<file path="config.mk">
export PLATFORM = sky130hd
export DESIGN_NAME = ogbd_scan
export DESIGN_NICKNAME = d
export VERILOG_FILES = /design/src/rtl/assert_macros.svh /design/src/rtl/ogbd_pkg.sv /design/src/rtl/ogbd_scan.sv
export SDC_FILE = /design/constraint.sdc
export NUM_CORES = 1
export LEC_CHECK = 0
export BUFFER_PORTS_ARGS = -buffer_cell sky130_fd_sc_hd__buf_4
export CAP_MARGIN = 15
export CORE_MARGIN = 4
export CORE_UTILIZATION = 56
export DETAILED_ROUTE_END_ITERATION = 10
export PLACE_DENSITY = 0.81
export SYNTH_ARGS = -nofsm -noshare
export SYNTH_HDL_FRONTEND = slang
export SYNTH_SLANG_ARGS = --single-unit
</file>
<file path="constraint.sdc">
create_clock -name clock -period 4.5 [get_ports clock]
set_input_delay 0.9 -clock clock [delete_from_list [all_inputs] [get_ports clock]]
set_output_delay 0.9 -clock clock [all_outputs]
set_load 0.005 [all_outputs]
</file>
<file path="src/rtl/assert_macros.svh">
// Assertion macros for the RTL files.
`ifndef ASSERT_MACROS_SVH
`define ASSERT_MACROS_SVH

// Clocked assertion, switched off while reset is high.
`define ASSERT_CLKED(label, clk, rst, prop, msg) \
   label: assert property (@(posedge clk) disable iff (rst) (prop)) else $error(msg);

// Clocked assertion that also holds during reset.
`define ASSERT_ALWAYS(label, clk, prop, msg) \
   label: assert property (@(posedge clk) (prop)) else $error(msg);

`endif

</file>
<file path="src/rtl/ogbd_pkg.sv">
// Shared types, constants and functions of the occupancy grid downsampler.
`default_nettype none

package ogbd_pkg;

   localparam int MAX_WIDTH   = 4096;
   localparam int MAX_HEIGHT  = 4096;
   localparam int MAX_TILE    = 16;
   localparam int DIM_W       = 13;
   localparam int COORD_W     = 12;
   localparam int TILE_W      = 5;
   localparam int TILE_IDX_W  = 4;
   localparam int CELL_W      = 8;
   localparam int CLASS_W     = 2;
   localparam int CSR_IDX_W   = 3;
   localparam int CSR_DATA_W  = 13;
   localparam int REQ_DATA_W  = 8;
   localparam int RSP_DATA_W  = 32;

   localparam logic signed [CELL_W-1:0] CELL_UNKNOWN = -8'sd1;

   localparam logic [CLASS_W-1:0] CLASS_FREE    = 2'd1;
   localparam logic [CLASS_W-1:0] CLASS_BLOCKED = 2'd2;

   typedef enum logic [CSR_IDX_W-1:0] {
      CSR_MAP_WIDTH     = 3'd0,
      CSR_MAP_HEIGHT    = 3'd1,
      CSR_BLOCK_SIZE    = 3'd2,
      CSR_BLOCKED_ABOVE = 3'd3,
      CSR_PAD_VALUE     = 3'd4
   } csr_index_type;

   typedef struct packed {
      logic [DIM_W-1:0]         map_width;
      logic [DIM_W-1:0]         map_height;
      logic [TILE_W-1:0]        block_size;
      logic signed [CELL_W-1:0] blocked_above;
      logic signed [CELL_W-1:0] pad_value;
   } cfg_type;

   // Per-beat result of the scan stage, carried into the flag stage.
   typedef struct packed {
      logic               seg_end;
      logic               use_mem;
      logic               emit;
      logic               pad_blocked;
      logic               run_flag;
      logic               map_end;
      logic [COORD_W-1:0] tile_col;
      logic [COORD_W-1:0] tile_row;
   } scan_type;

   function automatic logic is_blocked(logic signed [CELL_W-1:0] value,
                                       logic signed [CELL_W-1:0] thresh);
      return (value == CELL_UNKNOWN) || (value > thresh);
   endfunction

   function automatic logic [DIM_W-1:0] clamp_dim(logic [DIM_W-1:0] v,
                                                  logic [DIM_W-1:0] hi);
      logic [DIM_W-1:0] r;
      if (v == '0) begin
         r = DIM_W'(1);
      end else if (v > hi) begin
         r = hi;
      end else begin
         r = v;
      end
      return r;
   endfunction

   function automatic logic [TILE_W-1:0] clamp_tile(logic [TILE_W-1:0] v);
      logic [TILE_W-1:0] r;
      if (v == '0) begin
         r = TILE_W'(1);
      end else if (v > TILE_W'(MAX_TILE)) begin
         r = TILE_W'(MAX_TILE);
      end else begin
         r = v;
      end
      return r;
   endfunction

endpackage

`default_nettype wire

</file>
<file path="src/rtl/ogbd_scan.sv">
// Raster position counters and per-cell tile bookkeeping.
`default_nettype none

module ogbd_scan (
   input  wire                                   clock,
   input  wire                                   reset,
   input  wire ogbd_pkg::cfg_type                cfg,
   input  wire                                   accept,
   input  wire logic signed [ogbd_pkg::CELL_W-1:0] cell_value,
   output ogbd_pkg::scan_type                    info
);

   logic [ogbd_pkg::COORD_W-1:0]    cell_col_ff, cell_col_in;
   logic [ogbd_pkg::COORD_W-1:0]    cell_row_ff, cell_row_in;
   logic [ogbd_pkg::TILE_IDX_W-1:0] col_in_tile_ff, col_in_tile_in;
   logic [ogbd_pkg::TILE_IDX_W-1:0] row_in_tile_ff, row_in_tile_in;
   logic [ogbd_pkg::COORD_W-1:0]    tile_col_ff, tile_col_in;
   logic [ogbd_pkg::COORD_W-1:0]    tile_row_ff, tile_row_in;
   logic                            running_ff, running_in;

   logic [ogbd_pkg::DIM_W-1:0]  w, h, col_nx, row_nx;
   logic [ogbd_pkg::TILE_W-1:0] bs, cit_nx, rit_nx;
   logic row_end, last_row, map_end, seg_end, tile_rows_end, padded, run;

   always_comb begin
      w        = ogbd_pkg::clamp_dim(cfg.map_width, ogbd_pkg::DIM_W'(ogbd_pkg::MAX_WIDTH));
      h        = ogbd_pkg::clamp_dim(cfg.map_height, ogbd_pkg::DIM_W'(ogbd_pkg::MAX_HEIGHT));
      bs       = ogbd_pkg::clamp_tile(cfg.block_size);
      col_nx   = {1'b0, cell_col_ff} + ogbd_pkg::DIM_W'(1);
      row_nx   = {1'b0, cell_row_ff} + ogbd_pkg::DIM_W'(1);
      cit_nx   = {1'b0, col_in_tile_ff} + ogbd_pkg::TILE_W'(1);
      rit_nx   = {1'b0, row_in_tile_ff} + ogbd_pkg::TILE_W'(1);
      row_end  = col_nx >= w;
      last_row = row_nx >= h;
      map_end  = row_end && last_row;
      seg_end  = row_end || (cit_nx >= bs);
      tile_rows_end = last_row || (rit_nx >= bs);
      padded   = (cit_nx < bs) || (rit_nx < bs);
      run      = running_ff | ogbd_pkg::is_blocked(cell_value, cfg.blocked_above);

      info.seg_end     = seg_end;
      info.use_mem     = row_in_tile_ff != '0;
      info.emit        = seg_end && tile_rows_end;
      info.pad_blocked = padded && ogbd_pkg::is_blocked(cfg.pad_value, cfg.blocked_above);
      info.run_flag    = run;
      info.map_end     = map_end;
      info.tile_col    = tile_col_ff;
      info.tile_row    = tile_row_ff;
   end

   always_comb begin
      cell_col_in    = cell_col_ff;
      cell_row_in    = cell_row_ff;
      col_in_tile_in = col_in_tile_ff;
      row_in_tile_in = row_in_tile_ff;
      tile_col_in    = tile_col_ff;
      tile_row_in    = tile_row_ff;
      running_in     = running_ff;
      if (accept) begin
         running_in = seg_end ? 1'b0 : run;
         if (map_end) begin
            cell_col_in    = '0;
            cell_row_in    = '0;
            col_in_tile_in = '0;
            row_in_tile_in = '0;
            tile_col_in    = '0;
            tile_row_in    = '0;
         end else if (row_end) begin
            cell_col_in    = '0;
            col_in_tile_in = '0;
            tile_col_in    = '0;
            cell_row_in    = row_nx[ogbd_pkg::COORD_W-1:0];
            if (rit_nx >= bs) begin
               row_in_tile_in = '0;
               tile_row_in    = tile_row_ff + ogbd_pkg::COORD_W'(1);
            end else begin
               row_in_tile_in = rit_nx[ogbd_pkg::TILE_IDX_W-1:0];
            end
         end else begin
            cell_col_in = col_nx[ogbd_pkg::COORD_W-1:0];
            if (seg_end) begin
               col_in_tile_in = '0;
               tile_col_in    = tile_col_ff + ogbd_pkg::COORD_W'(1);
            end else begin
               col_in_tile_in = cit_nx[ogbd_pkg::TILE_IDX_W-1:0];
            end
         end
      end
   end

   always_ff @(posedge clock) begin
      if (reset) begin
         cell_col_ff    <= '0;
         cell_row_ff    <= '0;
         col_in_tile_ff <= '0;
         row_in_tile_ff <= '0;
         tile_col_ff    <= '0;
         tile_row_ff    <= '0;
         running_ff     <= 1'b0;
      end else begin
         cell_col_ff    <= cell_col_in;
         cell_row_ff    <= cell_row_in;
         col_in_tile_ff <= col_in_tile_in;
         row_in_tile_ff <= row_in_tile_in;
         tile_col_ff    <= tile_col_in;
         tile_row_ff    <= tile_row_in;
         running_ff     <= running_in;
      end
   end

endmodule

`default_nettype wire

</file>
==> results of run 1 <==
registers in the layout, indices dropped and copies added (netlist names):
| name | cells |
|---|---|
| cell_col_ff | 12 |
| cell_row_ff | 12 |
| col_in_tile_ff | 4 |
| row_in_tile_ff | 4 |
| running_ff | 1 |
| tile_col_ff | 12 |
| tile_row_ff | 12 |
cells by family (layout without fill, tap and decap cells):
| group | after synthesis | count (layout) | share of synthesized area |
|---|---|---|---|
| mux | 3 | 3 | 0.00675 |
| flops | 57 | 57 | 0.256 |
| buf+inv | 44 | 128 | 0.0469 |
| xor+xnor | 44 | 44 | 0.0866 |
| simple gates | 247 | 247 | 0.280 |
| compound gates | 113 | 113 | 0.158 |
| fa+ha+maj | 59 | 59 | 0.166 |
routing by layer:
| metal | up-vias | track usage | part of all wire | routed length (µm) |
|---|---|---|---|---|
| li1 | 2185 | - | - | - |
| met1 | 1961 | 0.268 | 0.45 | 4740 |
| met2 | 113 | 0.388 | 0.48 | 5060 |
| met3 | 7 | 0.0538 | 0.059 | 618 |
| met4 | 0 | 0.0572 | 0.0065 | 68 |
| met5 | - | 0 | 0 | 0 |
synthesized netlist by cell type, types with 3 or more instances:
| cell | instances |
|---|---|
| sky130_fd_sc_hd__a21o_1 | 5 |
| sky130_fd_sc_hd__a21oi_1 | 45 |
| sky130_fd_sc_hd__a31oi_1 | 4 |
| sky130_fd_sc_hd__and2_1 | 4 |
| sky130_fd_sc_hd__and3_1 | 17 |
| sky130_fd_sc_hd__and4_1 | 4 |
| sky130_fd_sc_hd__buf_4 | 3 |
| sky130_fd_sc_hd__buf_6 | 4 |
| sky130_fd_sc_hd__clkbuf_1 | 14 |
| sky130_fd_sc_hd__dfxtp_1 | 57 |
| sky130_fd_sc_hd__ha_1 | 59 |
| sky130_fd_sc_hd__inv_1 | 20 |
| sky130_fd_sc_hd__mux2i_1 | 3 |
| sky130_fd_sc_hd__nand2_1 | 73 |
| sky130_fd_sc_hd__nand2b_1 | 4 |
| sky130_fd_sc_hd__nand3_1 | 26 |
| sky130_fd_sc_hd__nand3b_1 | 6 |
| sky130_fd_sc_hd__nand4_1 | 13 |
| sky130_fd_sc_hd__nor2_1 | 50 |
| sky130_fd_sc_hd__nor2b_1 | 6 |
| sky130_fd_sc_hd__nor3_1 | 8 |
| sky130_fd_sc_hd__nor4_1 | 12 |
| sky130_fd_sc_hd__o21ai_0 | 29 |
| sky130_fd_sc_hd__o21ai_1 | 4 |
| sky130_fd_sc_hd__or3_1 | 9 |
| sky130_fd_sc_hd__xnor2_1 | 19 |
| sky130_fd_sc_hd__xor2_1 | 25 |
power by group:
group / internal (mW) / switching (mW) / leakage [nW]
Clock: 0.250 / 0.195 / 0.0929
Sequential: 0.510 / 0.00560 / 0.461
Combinational: 0.0991 / 0.108 / 1.87
Total: 0.859 / 0.309 / 2.42
worst max path at each step:
stage / from / to / slack (ns) / cells past startpoint
floorplan: cell_row_ff[0] / info[24] / 0.48 / 14
detailed placement: cell_row_ff[0] / info[27] / 0.23 / 14
finish: cell_row_ff[0] / info[27] / 0.21 / 14
CTS: cell_row_ff[0] / info[27] / 0.009 / 14
global placement: cell_row_ff[0] / info[27] / 0.32 / 14
global route: cell_row_ff[0] / info[27] / 0.0009 / 14
final cells by class:
| type | count | area, µm² | area share |
|---|---|---|---|
| well taps | 102 | 128 | 0.0238 |
| clock inverters | 4 | 45.0 | 0.00841 |
| inverters | 21 | 78.8 | 0.0147 |
| repair buffers | 92 | 691 | 0.129 |
| multi-input cells | 466 | 3140 | 0.586 |
| flip-flops and latches | 57 | 1150 | 0.214 |
| clock buffers | 11 | 131 | 0.0245 |
cell usage in the layout (no fill, tap or decap), types with 3 or more instances in the layout:
master | synthesis | routed
sky130_fd_sc_hd__buf_4 | 3 | 92
sky130_fd_sc_hd__nand2_1 | 73 | 73
sky130_fd_sc_hd__ha_1 | 59 | 58
sky130_fd_sc_hd__dfxtp_1 | 57 | 55
sky130_fd_sc_hd__nor2_1 | 50 | 50
sky130_fd_sc_hd__a21oi_1 | 45 | 45
sky130_fd_sc_hd__o21ai_0 | 29 | 29
sky130_fd_sc_hd__nand3_1 | 26 | 26
sky130_fd_sc_hd__xor2_1 | 25 | 25
sky130_fd_sc_hd__inv_1 | 20 | 20
sky130_fd_sc_hd__xnor2_1 | 19 | 19
sky130_fd_sc_hd__and3_1 | 17 | 14
sky130_fd_sc_hd__nand4_1 | 13 | 13
sky130_fd_sc_hd__nor4_1 | 12 | 12
sky130_fd_sc_hd__or3_1 | 9 | 9
sky130_fd_sc_hd__clkbuf_8 | 0 | 9
sky130_fd_sc_hd__nor3_1 | 8 | 7
sky130_fd_sc_hd__nor2b_1 | 6 | 6
sky130_fd_sc_hd__nand3b_1 | 6 | 6
sky130_fd_sc_hd__a21o_1 | 5 | 5
sky130_fd_sc_hd__a31oi_1 | 4 | 4
sky130_fd_sc_hd__o21ai_1 | 4 | 4
sky130_fd_sc_hd__and4_1 | 4 | 4
sky130_fd_sc_hd__and2_1 | 4 | 4
sky130_fd_sc_hd__nand2b_1 | 4 | 4
sky130_fd_sc_hd__and3_4 | 0 | 3
sky130_fd_sc_hd__nor2_4 | 2 | 3
sky130_fd_sc_hd__mux2i_1 | 3 | 3
sky130_fd_sc_hd__clkinv_2 | 0 | 3
worst max-delay path: cells and delay by family (launching register included):
family	cells	cell delay, ns
DFF	1	0.38
adders and majority gates	2	0.52
buffers and inverters	1	0.13
xor gates and xnor gates	1	0.15
AOI/OAI and AO/OA	3	0.79
and+or+nand+nor	7	1.05
repair_timing:
item	4_1_cts	5_1_grt
endpoints found under the setup margin	1	2
hold buffers	0	0
resized for setup	7	3
pin swaps	2	2
buffers inserted	0	2
==> results_tabular.tex, run 1 <==
\begin{tabular}{lr}
\hline
Metric & Value \\
\hline
\multicolumn{2}{l}{\textbf{Detailed routing}} \\
\quad Vias per std cell & around 5.7 \\
\quad Number of vias after detailed routing & 4266 \\
\quad Count of antenna-violating nets left after detailed routing & 0 \\
\quad Routed Wire Length & between 10 and 15 mm \\
\quad DRC & 0 \\
\quad Iteration-0 DRC Markers & a little under 200 \\
\quad Drt wl/cell & 13.9 µm \\
\quad DRT Pass-1 Iters & 5 \\
\multicolumn{2}{l}{\textbf{Die}} \\
\quad Placement Rows & 32 \\
\quad Area inside the core boundary & a little under 0.008 mm² \\
\quad Die Y & $\sim$100 µm \\
\quad Initial cell density of the core & 0.576 \\
\quad Die ar. & approximately 0.0094 mm² \\
\quad Die Span X & a little under 100 µm \\
\quad Count of pins on the block boundary & 88 \\
\multicolumn{2}{l}{\textbf{STA}} \\
\quad Shortest period the worst path allows & 4.29 ns \\
\quad Number of failing setup endpoints in the final timing report & 0 \\
\quad Minimum hold slack & about 0.48 ns \\
\quad Max Fclk & around 0.23 GHz \\
\quad Total Neg Setup Slack & 0 ns \\
\quad Post-route setup slack & slightly above 0.2 ns \\
\quad Number of max-slew violations in the final report & 0 \\
\quad Clock Skew & 0.00480 ns \\
\quad Unrepaired setup endpoints after global routing & no \\
\quad Slew at the pin closest to its max-slew limit & between 0.7 and 0.8 ns \\
\quad Tightest slew margin relative to the limit & 0.512 \\
\quad Fin crit share & 0.954 \\
\quad Final hold viol count & 0 \\
\multicolumn{2}{l}{\textbf{Global route}} \\
\quad Number of antenna violations at the first check in global routing & 0 \\
\quad Global-route total usage across every layer & 0.220 \\
\quad Maximum number of pins on one net before global-route repair & 31 \\
\quad Leftover overflow at the end of global routing & 0 \\
\quad Wire length of the first global-routing pass & around 18 mm \\
\quad Number of global-route vias before repair & a little over 4000 \\
\multicolumn{2}{l}{\textbf{Hold path}} \\
\quad Worst hold start & cell\_row\_ff[4] \\
\quad Count of cells along the worst hold path & 2 \\
\quad Endpoint of the worst hold path & cell\_row\_ff[4] \\
\quad Path category of the worst min-delay check & reg -> reg \\
\multicolumn{2}{l}{\textbf{Finish}} \\
\quad Number of diodes added for antenna fixing & 0 \\
\quad Proportion of layout cells with a drive suffix above 1 & 0.197 \\
\quad Layout net count & between 700 and 800 \\
\quad Fin util & 0.693 \\
\quad Finished Layout Cells & around 750 \\
\quad Post-layout instance area & 0.00536 mm² \\
\quad Fill cells & about 670 \\
\quad Area added between synthesis and finish & 20.3\% \\
\multicolumn{2}{l}{\textbf{Critical path}} \\
\quad Max stage delay cell, worst path & sky130\_fd\_sc\_hd\_\_dfxtp\_4 \\
\quad Kind of end point of the critical path & primary output \\
\quad Highest net fanout along the worst path & 9 \\
\quad Cell type with the highest occurrence count on the critical path & sky130\_fd\_sc\_hd\_\_and3\_4 \\
\quad Type of the setup path with the least slack & reg -> out \\
\quad Nature of the critical path startpoint & register \\
\quad Worst-path cell chain & ha\_2 -> and3\_4 -> and3\_4 -> and3\_4 -> nand3\_1 -> xnor2\_1 -> ha\_1 -> a21o\_1 -> a211o\_1 -> a2111oi\_4 -> nor2\_4 -> nor2\_4 -> nor2\_1 -> buf\_4 \\
\quad End of the worst register-to-register path & tile\_row\_ff[11] \\
\quad Arrival time reported for the critical path endpoint & 3.39 ns \\
\quad Critical path data required time & about 3.6 ns \\
\quad Worst stage delay on the critical path & 0.38 ns \\
\quad Worst flop-to-flop path startpoint & cell\_row\_ff[0] \\
\quad Worst R2R Setup Slack & 0.88 ns \\
\quad Register-to-Register Path Depth & 15 \\
\multicolumn{2}{l}{\textbf{Status}} \\
\quad Run status & finished, final reports clean \\
\multicolumn{2}{l}{\textbf{Synth}} \\
\quad Share of synthesized flip-flops with an asynchronous set or reset & 0 \\
\quad Most used flip-flop cell after synthesis & sky130\_fd\_sc\_hd\_\_dfxtp\_1 \\
\quad Cells taking the most area after synthesis & sky130\_fd\_sc\_hd\_\_dfxtp\_1 26\%, sky130\_fd\_sc\_hd\_\_ha\_1 17\%, sky130\_fd\_sc\_hd\_\_nand2\_1 6.2\%, sky130\_fd\_sc\_hd\_\_a21oi\_1 5.1\%, sky130\_fd\_sc\_hd\_\_xor2\_1 4.9\% \\
\quad Synth Instances & $\sim$570 \\
\quad Number of enable flip-flop cells after synthesis & 0 \\
\quad Synth Area per Inst & 7.85 µm² \\
\quad Register area share after synthesis & 0.256 \\
\quad Area of the mapped netlist & around 0.0045 mm² \\
\quad Synth Register Bits & 57 \\
\quad Total of warnings raised by yosys & 0 \\
\quad Syn\_nets & 684 \\
\quad Yosys top cell area share & 0.256 \\
\quad Leading area contributor after synthesis & sky130\_fd\_sc\_hd\_\_dfxtp\_1 \\
\quad Cell variety after synth & 60 \\
\multicolumn{2}{l}{\textbf{Clocking}} \\
\quad Clock tree from TritonCTS & done \\
\quad Clock H-tree levels & 3 \\
\quad Clock transition at the registers of the reported paths & 0.06 ns \\
\quad Sink count of the clock tree & between 50 and 60 \\
\quad Clk\_lat worst skew & about 0.34 ns \\
\quad Number of buffers on the longest clock path & 2 \\
\quad Clock root buffer master & sky130\_fd\_sc\_hd\_\_clkbuf\_8 \\
\quad CTS buffer count & 9 \\
\multicolumn{2}{l}{\textbf{Power and ir drop}} \\
\quad LEAKAGE & 2.42 nW \\
\quad VDD IR max & approximately 300 µV \\
\quad Design Power & between 1 and 1.5 mW \\
\quad Cell Pwr Density & around 220 mW/mm² \\
\multicolumn{2}{l}{\textbf{Place}} \\
\quad Placed cell areas & 0.00512 mm² \\
\quad Weighted congestion at the end of routability-driven global placement & 0.892 \\
\quad Worst slack, placed & 0.229 ns \\
\quad Cell count after placement & around 740 \\
\quad Input/output buffers & 87 \\
\quad DP Wirelength & 8.10 mm \\
\multicolumn{2}{l}{\textbf{Flow run}} \\
\quad Count of maximum capacitance violations & 0 \\
\hline
\end{tabular}
No activity file was read; power rests on OpenSTA's default activity.
==> run 2, diff against run 1 <==
Settings changed: ABC_AREA set to 1, CORE_UTILIZATION 56 to 57.
==> results_tabular.tex, run 2 <==
\begin{tabular}{lr}
\hline
Metric & Value \\
\hline
\multicolumn{2}{l}{\textbf{Critical path}} \\
\quad Nature of the critical path startpoint & register \\
\quad End of the worst register-to-register path & tile\_row\_ff[1] \\
\quad Arrival time reported for the critical path endpoint & 3.27 ns (-0.12 ns) \\
\quad Max stage delay cell, worst path & sky130\_fd\_sc\_hd\_\_nor3b\_1 \\
\quad Worst flop-to-flop path startpoint & cell\_row\_ff[0] \\
\quad Critical path data required time & 3.60 ns (about the same) \\
\quad Worst-path cell chain & ha\_1 -> nand2\_1 -> nor3b\_1 -> nand4\_1 -> nor4\_1 -> ha\_1 -> nand2\_1 -> inv\_1 -> nand2\_1 -> nand2\_1 -> inv\_1 -> nand2\_1 -> nor2\_1 -> nand3\_1 -> nand2\_1 -> inv\_1 -> buf\_4 \\
\quad Highest net fanout along the worst path & 5 (-4) \\
\quad Worst stage delay on the critical path & 0.46 ns (+0.08 ns) \\
\quad Kind of end point of the critical path & primary output \\
\quad Worst setup path start & cell\_row\_ff[0] \\
\quad Register-to-Register Path Depth & 18 (+3) \\
\quad Worst R2R Setup Slack & 0.90 ns (+0.02 ns) \\
\quad Cell type with the highest occurrence count on the critical path & sky130\_fd\_sc\_hd\_\_nand2\_1 \\
\quad Type of the setup path with the least slack & reg -> out \\
\multicolumn{2}{l}{\textbf{Finish}} \\
\quad Proportion of layout cells with a drive suffix above 1 & 0.171 (-0.0251) \\
\quad Fill cells & 720 (+7.0\%) \\
\quad Layout net count & 941 (+23\%) \\
\quad Number of diodes added for antenna fixing & 0 (unchanged) \\
\quad Most frequent cells in the layout & 208 x sky130\_fd\_sc\_hd\_\_nand2\_1, 95 x sky130\_fd\_sc\_hd\_\_inv\_1, 91 x sky130\_fd\_sc\_hd\_\_buf\_4, 80 x sky130\_fd\_sc\_hd\_\_nor2\_1, 59 x sky130\_fd\_sc\_hd\_\_ha\_1 \\
\quad Leading cell type in the layout, fill and taps excluded & sky130\_fd\_sc\_hd\_\_nand2\_1 \\
\quad Area added between synthesis and finish & 17.5\% \\
\quad Fin util & 0.694 (about the same) \\
\multicolumn{2}{l}{\textbf{Synth}} \\
\quad Total of warnings raised by yosys & 0 (unchanged) \\
\quad Synth Area per Inst & 6.60 µm² (-16\%) \\
\quad Area of the mapped netlist & 0.00490 mm² (+10\%) \\
\quad XOR/XNOR Fraction of Synth Area & 0.0625 (-0.0240) \\
\quad Yosys top cell area share & 0.233 (-0.0235) \\
\quad Cells taking the most area after synthesis & sky130\_fd\_sc\_hd\_\_dfxtp\_1 23\%, sky130\_fd\_sc\_hd\_\_nand2\_1 16\%, sky130\_fd\_sc\_hd\_\_ha\_1 15\%, sky130\_fd\_sc\_hd\_\_inv\_1 7.3\%, sky130\_fd\_sc\_hd\_\_nor2\_1 6.1\% \\
\quad Most used flip-flop cell after synthesis & sky130\_fd\_sc\_hd\_\_dfxtp\_1 \\
\quad Number of enable flip-flop cells after synthesis & 0 (unchanged) \\
\quad Fraction of the mapped netlist area in adder cells & 0.151 (-0.0152) \\
\quad Largest family of logic cells by synthesized area & simple AND/OR/NAND/NOR gates \\
\quad Most frequent cells after synthesis & 209 x sky130\_fd\_sc\_hd\_\_nand2\_1, 95 x sky130\_fd\_sc\_hd\_\_inv\_1, 80 x sky130\_fd\_sc\_hd\_\_nor2\_1 \\
\quad Syn\_nets & 860 (+26\%) \\
\quad Synth Instances & 743 (+31\%) \\
\quad Most frequent cell after synthesis & sky130\_fd\_sc\_hd\_\_nand2\_1 \\
\quad Portion of netlist area occupied by mux cells & 0 (-0.00675) \\
\quad Share of synthesized flip-flops with an asynchronous set or reset & 0 (unchanged) \\
\quad Simple-gate portion of the synthesized area & 0.338 (+0.0583) \\
\quad Fraction of the mapped netlist area in compound gates & 0.112 (-0.0453) \\
\quad Leading area contributor after synthesis & sky130\_fd\_sc\_hd\_\_dfxtp\_1 \\
\quad Synth Register Bits & 57 (unchanged) \\
\quad Cell variety after synth & 40 (-33\%) \\
\quad Register area share after synthesis & 0.233 (-0.0235) \\
\multicolumn{2}{l}{\textbf{Die}} \\
\quad Initial cell density of the core & 0.591 (+0.0144) \\
\quad Placement Rows & 33 (+3.1\%) \\
\quad Die Span X & 101 µm (+3.7\%) \\
\quad Area inside the core boundary & 0.00830 mm² (+7.4\%) \\
\quad Count of pins on the block boundary & 88 (unchanged) \\
\quad Die Y & 101 µm (+3.7\%) \\
\quad Die ar. & 0.0101 mm² (+7.5\%) \\
\multicolumn{2}{l}{\textbf{Clocking}} \\
\quad Cts-stage hold buffer count & 0 (unchanged) \\
\quad CTS buffer count & 9 (unchanged) \\
\quad Clk\_lat worst skew & 0.34 ns (about the same) \\
\quad Clock tree from TritonCTS & done \\
\quad Setup Buffers After CTS & 0 (unchanged) \\
\quad Number of buffers on the longest clock path & 2 (unchanged) \\
\quad Clock H-tree levels & 3 (unchanged) \\
\quad Clock root buffer master & sky130\_fd\_sc\_hd\_\_clkbuf\_8 \\
\quad Clock transition at the registers of the reported paths & 0.07 ns (about the same) \\
\quad Sink count of the clock tree & 57 (unchanged) \\
\multicolumn{2}{l}{\textbf{Power and ir drop}} \\
\quad Cell Pwr Density & 228 mW/mm² (+4.4\%) \\
\quad LEAKAGE & 2.83 nW (+17\%) \\
\quad VDD IR max & 159 µV (-46\%) \\
\multicolumn{2}{l}{\textbf{Global route}} \\
\quad Maximum number of pins on one net before global-route repair & 32 (+3.2\%) \\
\quad Global-route total usage across every layer & 0.242 (+0.0220) \\
\quad Wire length of the first global-routing pass & 20.5 mm (+15\%) \\
\quad Number of antenna violations at the first check in global routing & 0 (unchanged) \\
\quad Leftover overflow at the end of global routing & 0 (unchanged) \\
\quad Number of global-route vias before repair & 4910 (+19\%) \\
\multicolumn{2}{l}{\textbf{Detailed routing}} \\
\quad Drt wl/cell & 12.8 µm (-8.0\%) \\
\quad Vias per std cell & 5.33 (-6.0\%) \\
\quad Iteration-0 DRC Markers & 190 (-2.1\%) \\
\quad Number of vias after detailed routing & 4970 (+17\%) \\
\quad Count of antenna-violating nets left after detailed routing & 0 (unchanged) \\
\quad Routed Wire Length & 12.0 mm (+14\%) \\
\quad DRT Pass-1 Iters & 6 (+1) \\
\quad DRC & 0 (unchanged) \\
\multicolumn{2}{l}{\textbf{Place}} \\
\quad Worst slack, placed & 0.292 ns (+0.0622 ns) \\
\quad DP Wirelength & 9.54 mm (+18\%) \\
\quad Weighted congestion at the end of routability-driven global placement & 0.899 (+0.74\%) \\
\quad Input/output buffers & 87 (unchanged) \\
\multicolumn{2}{l}{\textbf{Hold path}} \\
\quad Path category of the worst min-delay check & reg -> reg \\
\quad Count of cells along the worst hold path & 2 (unchanged) \\
\quad Worst hold start & cell\_row\_ff[1] \\
\quad Endpoint of the worst hold path & cell\_row\_ff[1] \\
\multicolumn{2}{l}{\textbf{Flow run}} \\
\quad Count of maximum capacitance violations & 0 (unchanged) \\
\multicolumn{2}{l}{\textbf{STA}} \\
\quad Max Fclk & 0.240 GHz (+2.9\%) \\
\quad Total Neg Setup Slack & 0 ns (unchanged) \\
\quad Shortest period the worst path allows & 4.17 ns (-0.123 ns) \\
\quad Unrepaired setup endpoints after global routing & no \\
\quad Clock Skew & 0.00589 ns (+0.00110 ns) \\
\quad Tightest slew margin relative to the limit & 0.609 (+0.0965) \\
\quad Post-route setup slack & 0.330 ns (+0.123 ns) \\
\quad Fin crit share & 0.927 (-0.0273) \\
\quad Final hold viol count & 0 (unchanged) \\
\quad Slew at the pin closest to its max-slew limit & 0.584 ns (-0.148 ns) \\
\quad Number of max-slew violations in the final report & 0 (unchanged) \\
\quad Number of failing setup endpoints in the final timing report & 0 (unchanged) \\
\multicolumn{2}{l}{\textbf{Status}} \\
\quad Run status & finished, final reports clean \\
\hline
\end{tabular}
[run 2: kinds of logic after synthesis]
kind of cell	after synthesis
AND/OR/NAND/NOR	385
buffers and inverters	118
AO/OA/AOI/OAI	89
adder cells (fa/ha/maj)	59
flip-flops	57
XOR/XNOR	35
[run 2: metrics by stage]
stage / power (mW) / cell area [µm²] / std cells / hold WS (ns)
after floorplan: 0.774 / 4900 / 743 / 0.434
after detailed placement: 0.881 / 5570 / 918 / 0.473
after global routing: 1.39 / 5760 / 933 / 0.510
final: 1.31 / 5760 / 933 / 0.483
after global placement: 0.867 / 5570 / 918 / 0.445
after CTS: 1.32 / 5750 / 933 / 0.483
[run 2: worst max-delay path: cells and delay by family (launching register included)]
family	cells	cell delay, ns
flops	1	0.42
buf+inv	4	0.26
simple gates	11	1.73
fa+ha+maj	2	0.52
[run 2: repair_timing]
action,4_1_cts,5_1_grt
endpoints found under the hold margin,0,0
setup endpoints to repair,0,1
resized for setup,0,1
[run 2: area by class of cell]
type	count	area, µm²	share of cell area
sequential	57	1140	0.198
clock buffer	13	169	0.0293
inverter	97	364	0.0632
clock inverter	2	12.5	0.00217
multi-input combinational	568	3260	0.566
timing repair buffer	91	683	0.119
tap	105	131	0.0228
[run 2: where the power goes]
| group | total, mW | switching, mW | internal, mW |
|---|---|---|---|
| Combinational | 0.335 | 0.199 | 0.135 |
| Sequential | 0.538 | 0.0174 | 0.520 |
| Clock | 0.438 | 0.197 | 0.241 |
| Total | 1.31 | 0.414 | 0.897 |
[run 2: layer usage]
layer / vias up / wire length (µm) / track usage
met5: - / 0 / 0
met4: 0 / 155 / 0.0725
met3: 21 / 784 / 0.0484
met2: 163 / 5860 / 0.441
met1: 2224 / 5150 / 0.285
li1: 2562 / - / -
[run 2: worst max path at each step]
| stage | endpoint | slack (ns) | cells after the start |
|---|---|---|---|
| after floorplan | info[29] | 0.68 | 16 |
| after global placement | info[27] | 0.44 | 15 |
| after detailed placement | info[27] | 0.29 | 17 |
| after CTS | info[27] | 0.28 | 17 |
| after global routing | info[27] | 0.05 | 17 |
| final | info[27] | 0.33 | 17 |
